`src/hdl/cvr_pkg.sv`:
```
// Shared types, constants and arithmetic helpers for the circular CORDIC block.
// Depends on nothing; every other file of the block refers to it by scoped name.
`timescale 1ns / 1ps

package cvr_pkg;

  // Field widths of the channel payloads
  localparam int XY_IN_W = 17;
  localparam int Z_IN_W  = 19;
  localparam int OUT_W   = 19;

  // Working width: holds the pre-turned vector and the full micro-rotation growth
  localparam int DW = 22;

  // Fixed point format of the angle constants
  localparam int FRAC_BITS  = 16;
  localparam int TABLE_FRAC = 30;
  localparam int TABLE_LEN  = 20;
  localparam int RND_SHIFT  = TABLE_FRAC - FRAC_BITS;

  localparam logic [63:0] RND_HALF = 64'd1 << (RND_SHIFT - 1);

  // pi and the rotation pre-turn threshold (1.742 rad), rounded to FRAC_BITS
  localparam logic signed [DW-1:0] PI_FX  = DW'((64'd3373259426 + RND_HALF) >> RND_SHIFT);
  localparam logic signed [DW-1:0] THR_FX =
    DW'(((64'd1742 << FRAC_BITS) + 64'd500) / 64'd1000);

  // atan(2^-j) in units of 2^-30, truncated
  localparam logic [31:0] ATAN_Q30 [TABLE_LEN] = '{
    32'h3243F6A8, 32'h1DAC6705, 32'h0FADBAFC, 32'h07F56EA6, 32'h03FEAB76,
    32'h01FFD55B, 32'h00FFFAAA, 32'h007FFF55, 32'h003FFFEA, 32'h001FFFFD,
    32'h000FFFFF, 32'h0007FFFF, 32'h0003FFFF, 32'h0001FFFF, 32'h0000FFFF,
    32'h00007FFF, 32'h00003FFF, 32'h00001FFF, 32'h00000FFF, 32'h000007FF
  };

  // One vector in flight through the pipeline
  typedef struct packed {
    logic                 mode;   // 1 rotation, 0 vectoring
    logic signed [DW-1:0] x;
    logic signed [DW-1:0] y;
    logic signed [DW-1:0] z;
  } cvr_vec_t;

  // Table angle for micro-rotation j, rounded half up to FRAC_BITS
  function automatic logic signed [DW-1:0] atan_angle(input logic [4:0] j);
    logic [63:0] t;
    t = 64'd0;
    if (j < 5'(TABLE_LEN)) begin
      t = ({32'd0, ATAN_Q30[j]} + RND_HALF) >> RND_SHIFT;
    end
    return DW'(t);
  endfunction

endpackage

```
`src/hdl/cvr_in_if.sv`:
```
// Input channel of the CORDIC block: valid/ready handshake with mode, x, y, z.
// Depends on cvr_pkg for the field widths.
`timescale 1ns / 1ps

interface cvr_in_if;
  logic                                valid;
  logic                                ready;
  logic                                mode;
  logic signed [cvr_pkg::XY_IN_W-1:0]  x_in;
  logic signed [cvr_pkg::XY_IN_W-1:0]  y_in;
  logic signed [cvr_pkg::Z_IN_W-1:0]   z_in;

  modport source (output valid, mode, x_in, y_in, z_in, input ready);
  modport sink   (input valid, mode, x_in, y_in, z_in, output ready);
endinterface

```
`src/hdl/cvr_out_if.sv`:
```
// Result channel of the CORDIC block: valid/ready handshake with x, y, z.
// Depends on cvr_pkg for the field widths.
`timescale 1ns / 1ps

interface cvr_out_if;
  logic                              valid;
  logic                              ready;
  logic signed [cvr_pkg::OUT_W-1:0]  x_out;
  logic signed [cvr_pkg::OUT_W-1:0]  y_out;
  logic signed [cvr_pkg::OUT_W-1:0]  z_out;

  modport source (output valid, x_out, y_out, z_out, input ready);
  modport sink   (input valid, x_out, y_out, z_out, output ready);
endinterface

```
`src/hdl/cvr_micro.sv`:
```
// One registered circular CORDIC micro-rotation with a fixed shift.
// Depends on cvr_pkg for the vector type and the arctangent table.
`timescale 1ns / 1ps

module cvr_micro #(
  parameter int SHIFT = 0
) (
  input  logic             clk,
  input  logic             rst_n,
  input  logic             en,
  input  logic             valid_in,
  input  cvr_pkg::cvr_vec_t vec_in,
  output logic             valid_out,
  output cvr_pkg::cvr_vec_t vec_out
);

  localparam logic signed [cvr_pkg::DW-1:0] ANGLE = cvr_pkg::atan_angle(5'(SHIFT));

  logic                               valid_r;
  cvr_pkg::cvr_vec_t                  vec_r;
  cvr_pkg::cvr_vec_t                  vec_nxt;
  logic signed [cvr_pkg::DW-1:0]      xs;
  logic signed [cvr_pkg::DW-1:0]      ys;
  logic                               ccw;

  always_comb begin
    xs  = vec_in.x >>> SHIFT;
    ys  = vec_in.y >>> SHIFT;
    // rotation chases z to zero, vectoring chases y to zero
    ccw = vec_in.mode ? ~vec_in.z[cvr_pkg::DW-1] : vec_in.y[cvr_pkg::DW-1];
    vec_nxt.mode = vec_in.mode;
    if (ccw) begin
      vec_nxt.x = vec_in.x - ys;
      vec_nxt.y = vec_in.y + xs;
      vec_nxt.z = vec_in.z - ANGLE;
    end else begin
      vec_nxt.x = vec_in.x + ys;
      vec_nxt.y = vec_in.y - xs;
      vec_nxt.z = vec_in.z + ANGLE;
    end
  end

  always_ff @(posedge clk) begin
    if (!rst_n) begin
      valid_r <= 1'b0;
    end else if (en) begin
      valid_r <= valid_in;
    end
  end

  always_ff @(posedge clk) begin
    if (en) begin
      vec_r <= vec_nxt;
    end
  end

  assign valid_out = valid_r;
  assign vec_out   = vec_r;

endmodule

```
`src/hdl/cordic_rotate_vector.sv`:
```
// Circular CORDIC, rotation and vectoring mode, fully pipelined.
// Throughput: one transaction per cycle; a stalled result holds only the stages behind it.
// Reset (rst_n low, synchronous) clears every stage valid bit; payload is not reset.
// Depends on cvr_pkg, cvr_in_if, cvr_out_if and cvr_micro.
`timescale 1ns / 1ps

module cordic_rotate_vector #(
  parameter int ITERATIONS = 12
) (
  input  logic       clk,
  input  logic       rst_n,
  cvr_in_if.sink     in_ch,
  cvr_out_if.source  out_ch
);

  localparam int DW    = cvr_pkg::DW;
  localparam int OW    = cvr_pkg::OUT_W;
  localparam int XW    = cvr_pkg::XY_IN_W;
  localparam int ZW    = cvr_pkg::Z_IN_W;
  // pre-turn stage, one stage per micro-rotation, gain stage, output register
  localparam int NST   = ITERATIONS + 3;
  localparam int G_IDX = ITERATIONS + 1;
  localparam int O_IDX = ITERATIONS + 2;

  localparam logic signed [DW:0] SAT_HI = (DW+1)'((64'd1 << (OW - 1)) - 64'd1);
  localparam logic signed [DW:0] SAT_LO = -SAT_HI - (DW+1)'(1);

  // Gain compensation: 1/2 + 1/8 + 1/64 - 1/32, arithmetic shifts
  function automatic logic signed [DW:0] gain_fix(input logic signed [DW-1:0] v);
    logic signed [DW:0] e;
    e = {v[DW-1], v};
    return (e >>> 1) + (e >>> 3) + (e >>> 6) - (e >>> 5);
  endfunction

  function automatic logic signed [OW-1:0] sat_out(input logic signed [DW:0] v);
    logic signed [DW:0] c;
    c = v;
    if (v > SAT_HI) begin
      c = SAT_HI;
    end else if (v < SAT_LO) begin
      c = SAT_LO;
    end
    return c[OW-1:0];
  endfunction

  // ---------------------------------------------------------------------------
  // Flow control: a stage may load when it or any stage ahead of it is empty,
  // or when the result is being taken. Bubbles collapse; nothing is dropped.
  // ---------------------------------------------------------------------------
  logic [NST-1:0] vld;
  logic [NST-1:0] rdy;

  genvar k;
  generate
    for (k = 0; k < NST; k++) begin : g_rdy
      assign rdy[k] = out_ch.ready | ~(&vld[NST-1:k]);
    end
  endgenerate

  assign in_ch.ready = rdy[0];

  // ---------------------------------------------------------------------------
  // Stage 0: quadrant pre-turn into the range the micro-rotations converge on
  // ---------------------------------------------------------------------------
  logic              pre_v_r;
  cvr_pkg::cvr_vec_t pre_r;
  cvr_pkg::cvr_vec_t pre_nxt;
  logic signed [DW-1:0] x0;
  logic signed [DW-1:0] y0;
  logic signed [DW-1:0] z0;

  always_comb begin
    x0 = {{(DW-XW){in_ch.x_in[XW-1]}}, in_ch.x_in};
    y0 = {{(DW-XW){in_ch.y_in[XW-1]}}, in_ch.y_in};
    z0 = {{(DW-ZW){in_ch.z_in[ZW-1]}}, in_ch.z_in};
    pre_nxt.mode = in_ch.mode;
    pre_nxt.x    = x0;
    pre_nxt.y    = y0;
    pre_nxt.z    = z0;
    if (in_ch.mode) begin
      // rotation: fold angles beyond the threshold back by half a turn
      if (z0 > cvr_pkg::THR_FX) begin
        pre_nxt.x = -x0;
        pre_nxt.y = -y0;
        pre_nxt.z = z0 - cvr_pkg::PI_FX;
      end else if (z0 < -cvr_pkg::THR_FX) begin
        pre_nxt.x = -x0;
        pre_nxt.y = -y0;
        pre_nxt.z = z0 + cvr_pkg::PI_FX;
      end
    end else if (x0[DW-1]) begin
      // vectoring: mirror a left-half-plane vector, keep z on the side of y
      pre_nxt.x = -x0;
      pre_nxt.y = -y0;
      pre_nxt.z = y0[DW-1] ? (z0 - cvr_pkg::PI_FX) : (z0 + cvr_pkg::PI_FX);
    end
  end

  always_ff @(posedge clk) begin
    if (!rst_n) begin
      pre_v_r <= 1'b0;
    end else if (rdy[0]) begin
      pre_v_r <= in_ch.valid;
    end
  end

  always_ff @(posedge clk) begin
    if (rdy[0]) begin
      pre_r <= pre_nxt;
    end
  end

  assign vld[0] = pre_v_r;

  // ---------------------------------------------------------------------------
  // Stages 1..ITERATIONS: one micro-rotation each, shift j in stage j+1
  // ---------------------------------------------------------------------------
  cvr_pkg::cvr_vec_t mic [ITERATIONS+1];

  assign mic[0] = pre_r;

  genvar j;
  generate
    for (j = 0; j < ITERATIONS; j++) begin : g_mic
      cvr_micro #(
        .SHIFT (j)
      ) u_mic (
        .clk       (clk),
        .rst_n     (rst_n),
        .en        (rdy[j+1]),
        .valid_in  (vld[j]),
        .vec_in    (mic[j]),
        .valid_out (vld[j+1]),
        .vec_out   (mic[j+1])
      );
    end
  endgenerate

  // ---------------------------------------------------------------------------
  // Gain stage: scale x and y; z passes untouched
  // ---------------------------------------------------------------------------
  logic              gain_v_r;
  logic signed [DW:0] gx_r;
  logic signed [DW:0] gy_r;
  logic signed [DW:0] gz_r;

  always_ff @(posedge clk) begin
    if (!rst_n) begin
      gain_v_r <= 1'b0;
    end else if (rdy[G_IDX]) begin
      gain_v_r <= vld[ITERATIONS];
    end
  end

  always_ff @(posedge clk) begin
    if (rdy[G_IDX]) begin
      gx_r <= gain_fix(mic[ITERATIONS].x);
      gy_r <= gain_fix(mic[ITERATIONS].y);
      gz_r <= {mic[ITERATIONS].z[DW-1], mic[ITERATIONS].z};
    end
  end

  assign vld[G_IDX] = gain_v_r;

  // ---------------------------------------------------------------------------
  // Output register: saturate to the result width and hold until taken
  // ---------------------------------------------------------------------------
  logic              out_v_r;
  logic signed [OW-1:0] ox_r;
  logic signed [OW-1:0] oy_r;
  logic signed [OW-1:0] oz_r;

  always_ff @(posedge clk) begin
    if (!rst_n) begin
      out_v_r <= 1'b0;
    end else if (rdy[O_IDX]) begin
      out_v_r <= gain_v_r;
    end
  end

  always_ff @(posedge clk) begin
    if (rdy[O_IDX]) begin
      ox_r <= sat_out(gx_r);
      oy_r <= sat_out(gy_r);
      oz_r <= sat_out(gz_r);
    end
  end

  assign vld[O_IDX] = out_v_r;

  assign out_ch.valid = out_v_r;
  assign out_ch.x_out = ox_r;
  assign out_ch.y_out = oy_r;
  assign out_ch.z_out = oz_r;

endmodule

```
`src/flat_wrapper.sv`:
```
// flat-port wrapper written by rule: the top's interface ports become plain ports
module cordic_rotate_vector_flat 
#(
  parameter int ITERATIONS = 12
)
  (clk, rst_n, in_ch_valid, in_ch_mode, in_ch_x_in, in_ch_y_in, in_ch_z_in, in_ch_ready, out_ch_valid, out_ch_x_out, out_ch_y_out, out_ch_z_out, out_ch_ready);
  cvr_in_if in_ch_i ();
  cvr_out_if out_ch_i ();
  input  logic clk;
  input  logic rst_n;
  input wire logic [$bits(in_ch_i.valid)-1:0] in_ch_valid;
  input wire logic [$bits(in_ch_i.mode)-1:0] in_ch_mode;
  input wire logic [$bits(in_ch_i.x_in)-1:0] in_ch_x_in;
  input wire logic [$bits(in_ch_i.y_in)-1:0] in_ch_y_in;
  input wire logic [$bits(in_ch_i.z_in)-1:0] in_ch_z_in;
  output wire logic [$bits(in_ch_i.ready)-1:0] in_ch_ready;
  output wire logic [$bits(out_ch_i.valid)-1:0] out_ch_valid;
  output wire logic [$bits(out_ch_i.x_out)-1:0] out_ch_x_out;
  output wire logic [$bits(out_ch_i.y_out)-1:0] out_ch_y_out;
  output wire logic [$bits(out_ch_i.z_out)-1:0] out_ch_z_out;
  input wire logic [$bits(out_ch_i.ready)-1:0] out_ch_ready;
  assign in_ch_i.valid = in_ch_valid;
  assign in_ch_i.mode = in_ch_mode;
  assign in_ch_i.x_in = in_ch_x_in;
  assign in_ch_i.y_in = in_ch_y_in;
  assign in_ch_i.z_in = in_ch_z_in;
  assign in_ch_ready = in_ch_i.ready;
  assign out_ch_valid = out_ch_i.valid;
  assign out_ch_x_out = out_ch_i.x_out;
  assign out_ch_y_out = out_ch_i.y_out;
  assign out_ch_z_out = out_ch_i.z_out;
  assign out_ch_i.ready = out_ch_ready;
  cordic_rotate_vector #(.ITERATIONS(ITERATIONS)) u_core (.clk(clk), .rst_n(rst_n), .in_ch(in_ch_i), .out_ch(out_ch_i));
endmodule
```
`config.mk`:
```
export PLATFORM = sky130hd
export DESIGN_NAME = cordic_rotate_vector_flat
export DESIGN_NICKNAME = d
export VERILOG_FILES = /design/src/hdl/cvr_pkg.sv /design/src/hdl/cvr_in_if.sv /design/src/hdl/cvr_out_if.sv /design/src/hdl/cvr_micro.sv /design/src/hdl/cordic_rotate_vector.sv /design/src/flat_wrapper.sv
export SDC_FILE = /design/constraint.sdc
export NUM_CORES = 2
export LEC_CHECK = 0
export BUFFER_PORTS_ARGS = -buffer_cell sky130_fd_sc_hd__buf_4
export CORE_MARGIN = 5
export CORE_UTILIZATION = 46
export CTS_BUF_LIST = sky130_fd_sc_hd__clkbuf_4
export DETAILED_ROUTE_END_ITERATION = 8
export PLACE_DENSITY_LB_ADDON = 0.15
export SLEW_MARGIN = 15
export SYNTH_ARGS = -nofsm -noshare
export SYNTH_HDL_FRONTEND = slang
export SYNTH_SLANG_ARGS = --single-unit
```
`constraint.sdc`:
```
create_clock -name clk -period 18.5 [get_ports clk]
set_input_delay 3.7 -clock clk [delete_from_list [all_inputs] [get_ports clk]]
set_output_delay 3.7 -clock clk [all_outputs]
set_load 0.005 [all_outputs]
```
==> flow_metrics.tcl <==
set metrics [dict create \
    place_inst 9883 \
    grt_residual_overflow 0 \
    grt_max_degree 69 \
    worst_r2r_path_depth 16 \
    clk_root_buf "sky130_fd_sc_hd__clkbuf_4" \
    route.detailed.wl_per_inst_um 16.94 \
    setup_total_negative_slack_ns 0 \
    synth.avg_cell_area_um2 10.01 \
    clock_buffers_created_by_tritoncts 296 \
    placeableCoreArea_um2 166500 \
    worstSetupPathType "in2out" \
    yosys_warn_count 0 \
    dr_total_vias 57319 \
    io_count 117 \
    die_y_um 418.5 \
    cp_max_fo 29 \
    viasPerCell 5.526 \
    via_count_of_the_first_global_routing_pass 57309 \
    route.antenna.remaining_nets 0 \
    detailedPlacementHpwl_um 137300 \
    timing.critical_path.to_type "output pin" \
    fp.dieArea_um2 175100 \
    grt_antenna_before_repair 2 \
    grt_setup_unrepaired "false" \
    drcViolationCount 0 \
    gp_routability_congestion 0.8543 \
    clock_tree.buffer_depth 4 \
    nNetsFinal 8940 \
    netlist.area_leader.share 0.3873 \
    synth.ff_latch_count 1005 \
    status "finished, final reports clean" \
    worst-slew-pin-transition_ns 1.015 \
    cpPeakStageDelay_ns 0.40 \
    crit_path_cell_trace "buf_4 > nor2b_1 > inv_2 > nor2_1 > and2_1 > nand2_2 > nor2_1 > and3_1 > and2_1 > nand3_4 > buf_4" \
    clk-insertion-delay-late_ns 1.30 \
    cts_post_setup_buffers_inserted 0 \
    critPathSlowestCell "sky130_fd_sc_hd__nand3_4" \
    arrival_ns 6.63 \
    part_of_the_yosys_area_used_for_sequential_elements 0.3913 \
    ys_top_cells_by_area "sky130_fd_sc_hd__edfxtp_1 (39%), sky130_fd_sc_hd__ha_1 (13%), sky130_fd_sc_hd__xnor2_1 (7.6%)" \
    netlist_area_um2 76750 \
    async_reset_ff_frac 0 \
    final_layout_size_suffix_gt1_frac 0.08430 \
    timing.hold.ws_ns 0.3545 \
    report.final.slew_viol_count 0 \
    cts_tree "done" \
    report.final.setup_viol 0 \
    die_width_um 418.5 \
    final_design_area_no_fill_um2 83540 \
    required_ns 14.80 \
    ctsResizeCount 0 \
    synth-edff-count 990 \
    post-route-period-util 0.5585 \
    maxCapViolCount 0 \
    final-instance-count-excl-fill 10372 \
    timing.clock.skew_ns 0.1049 \
    finalHoldViolCount 0 \
    post_synth_inst_count 7668 \
    start_util 0.4610 \
    synthesis.nets 8631 \
    cp-start-kind "primary input" \
    timing.hold.worst_path_depth 0 \
    hold_buffers 0 \
    place.port_buffers 116 \
    flow.area_growth_from_synthesis_pct 8.849 \
    htreeDepth 5 \
    grt_usage 0.1973 \
    synth_top_flop_cell "sky130_fd_sc_hd__edfxtp_1" \
    clock_sink_count 1005 \
    hold_path.class "reg2reg" \
    placed_cell_area_um2 80170 \
    drt-pass1-iter-count 6 \
    synth_top_cell_by_area "sky130_fd_sc_hd__edfxtp_1" \
    drt_iter0_drc 3205 \
    rows 150 \
    global_route_wire_length_before_repair_um 285800 \
    route.final.wire_length_um 175700 \
    synth_cell_types 104 \
    clk_pin_slew_ns 0.06 \
    slew_headroom 0.3236 \
    timing.fmax_mhz 96.79 \
    final.min_clock_period_ns 10.33 \
]
[path summary, 6_finish.rpt]
kind                                      start                            endpoint  slack, ns
max                                out_ch_ready                         in_ch_ready       8.17
min reg2reg    u_core.g_mic[9].u_mic.vec_out[1]   u_core.g_mic[10].u_mic.vec_out[1]       0.35
min            u_core.g_mic[9].u_mic.vec_out[1]   u_core.g_mic[10].u_mic.vec_out[1]       0.35
max reg2reg  u_core.g_mic[10].u_mic.vec_out[43]  u_core.g_mic[11].u_mic.vec_out[43]      13.28
[registers in the layout, summed over array words and instances, names as in the netlist]
register / count
u_core.out_ch.valid: 1
u_core.gz_r: 22
u_core.out_ch.y_out: 19
u_core.g_mic.u_mic.valid_out: 12
u_core.out_ch.x_out: 19
u_core.pre_v_r: 1
u_core.mic: 65
u_core.g_mic.u_mic.vec_out: 800
u_core.gx_r: 23
u_core.out_ch.z_out: 19
u_core.gy_r: 23
u_core.gain_v_r: 1
[layer usage]
layer	vias to the layer above	routed length, um	global-route usage
met5	-	0	0
met4	0	5378	0.07199
met3	359	5889	0.03075
met2	1031	91660	0.3704
met1	27138	72760	0.2257
li1	28791	-	-
[synthesized netlist by cell type, types with 11 or more instances]
library cell and instances:
sky130_fd_sc_hd__a2111oi_0 15, sky130_fd_sc_hd__a211o_1 15, sky130_fd_sc_hd__a211oi_1 67, sky130_fd_sc_hd__a21boi_0 19
sky130_fd_sc_hd__a21o_1 276, sky130_fd_sc_hd__a21oi_1 713, sky130_fd_sc_hd__a221o_1 11, sky130_fd_sc_hd__a221oi_1 18
sky130_fd_sc_hd__a31o_2 18, sky130_fd_sc_hd__a31oi_1 61, sky130_fd_sc_hd__and2_1 33, sky130_fd_sc_hd__and3_1 62
sky130_fd_sc_hd__and4_1 13, sky130_fd_sc_hd__buf_1 20, sky130_fd_sc_hd__clkbuf_1 117, sky130_fd_sc_hd__dfxtp_1 15
sky130_fd_sc_hd__edfxtp_1 990, sky130_fd_sc_hd__fa_1 111, sky130_fd_sc_hd__ha_1 794, sky130_fd_sc_hd__inv_1 521
sky130_fd_sc_hd__mux2_2 17, sky130_fd_sc_hd__mux2i_1 40, sky130_fd_sc_hd__nand2_1 414, sky130_fd_sc_hd__nand2b_1 117
sky130_fd_sc_hd__nand3_1 116, sky130_fd_sc_hd__nand4_1 45, sky130_fd_sc_hd__nor2_1 604, sky130_fd_sc_hd__nor2b_1 107
sky130_fd_sc_hd__nor3_1 198, sky130_fd_sc_hd__nor4_1 43, sky130_fd_sc_hd__o211ai_1 38, sky130_fd_sc_hd__o21a_1 127
sky130_fd_sc_hd__o21ai_0 391, sky130_fd_sc_hd__o21ai_1 23, sky130_fd_sc_hd__o21bai_1 84, sky130_fd_sc_hd__o221ai_1 11
sky130_fd_sc_hd__o22ai_1 13, sky130_fd_sc_hd__o31a_1 23, sky130_fd_sc_hd__o31ai_1 62, sky130_fd_sc_hd__o41ai_1 37
sky130_fd_sc_hd__or2_2 16, sky130_fd_sc_hd__or3_1 64, sky130_fd_sc_hd__or4_1 17, sky130_fd_sc_hd__xnor2_1 670
sky130_fd_sc_hd__xor2_1 334
[cells by family after synthesis]
family                   after synthesis  synth area share
XOR/XNOR                            1006            0.1150
multiplexers                          57          0.007711
flip-flops                          1005            0.3913
AND/OR/NAND/NOR                     1898            0.1191
AO/OA/AOI/OAI                       2124            0.1755
adder cells (fa/ha/maj)              905            0.1584
buffers and inverters                673           0.03309
[through the flow]
stage | setup slack, ns | utilization
floorplan | 5.682 | -
global placement | 8.154 | 0.4816
detailed placement | 8.127 | 0.4816
CTS | 8.107 | 0.5017
global route | 7.792 | 0.5018
finish | 8.168 | 0.5018
[layout make-up]
type                    count  area (um^2)
flip-flops and latches   1005        30030
repair buffers            157         1179
multi-input cells        5990        44230
clock inverters            92        425.4
diodes                      7        17.52
fillers                 15340        82930
inverters                 527         1978
well taps                2204         2758
clock buffers             390         2928
[cell usage in the layout (no fill, tap or decap), types with 18 or more instances in the layout]
master / instances
sky130_fd_sc_hd__inv_1: 513
sky130_fd_sc_hd__buf_4: 157
sky130_fd_sc_hd__o21ai_1: 23
sky130_fd_sc_hd__xnor2_1: 670
sky130_fd_sc_hd__nor2_1: 603
sky130_fd_sc_hd__o21a_1: 127
sky130_fd_sc_hd__edfxtp_1: 990
sky130_fd_sc_hd__o41ai_1: 37
sky130_fd_sc_hd__fa_1: 111
sky130_fd_sc_hd__nor2b_1: 107
sky130_fd_sc_hd__nand2_1: 408
sky130_fd_sc_hd__nand4_1: 45
sky130_fd_sc_hd__o21ai_0: 391
sky130_fd_sc_hd__nor3_1: 198
sky130_fd_sc_hd__clkbuf_4: 390
sky130_fd_sc_hd__and3_1: 62
sky130_fd_sc_hd__or3_1: 64
sky130_fd_sc_hd__o21bai_1: 84
sky130_fd_sc_hd__nand3_1: 115
sky130_fd_sc_hd__o31a_1: 23
sky130_fd_sc_hd__mux2i_1: 40
sky130_fd_sc_hd__nand2b_1: 117
sky130_fd_sc_hd__o211ai_1: 38
sky130_fd_sc_hd__xor2_1: 334
sky130_fd_sc_hd__nor4_1: 43
sky130_fd_sc_hd__a31oi_1: 61
sky130_fd_sc_hd__a21oi_1: 712
sky130_fd_sc_hd__clkinv_1: 70
sky130_fd_sc_hd__ha_1: 794
sky130_fd_sc_hd__a21boi_0: 19
sky130_fd_sc_hd__and2_1: 33
sky130_fd_sc_hd__a211oi_1: 67
sky130_fd_sc_hd__a21o_1: 276
sky130_fd_sc_hd__a221oi_1: 18
sky130_fd_sc_hd__o31ai_1: 62
sky130_fd_sc_hd__a31o_2: 18
[worst max-delay path: cells and delay by family]
kind | cells | cell delay, ns
buffers and inverters | 3 | 0.47
and+or+nand+nor | 8 | 2.44
Power is left out: the tool's default activity adds up to more than one toggle a clock period on the data nets, which glitch-free logic cannot reach.
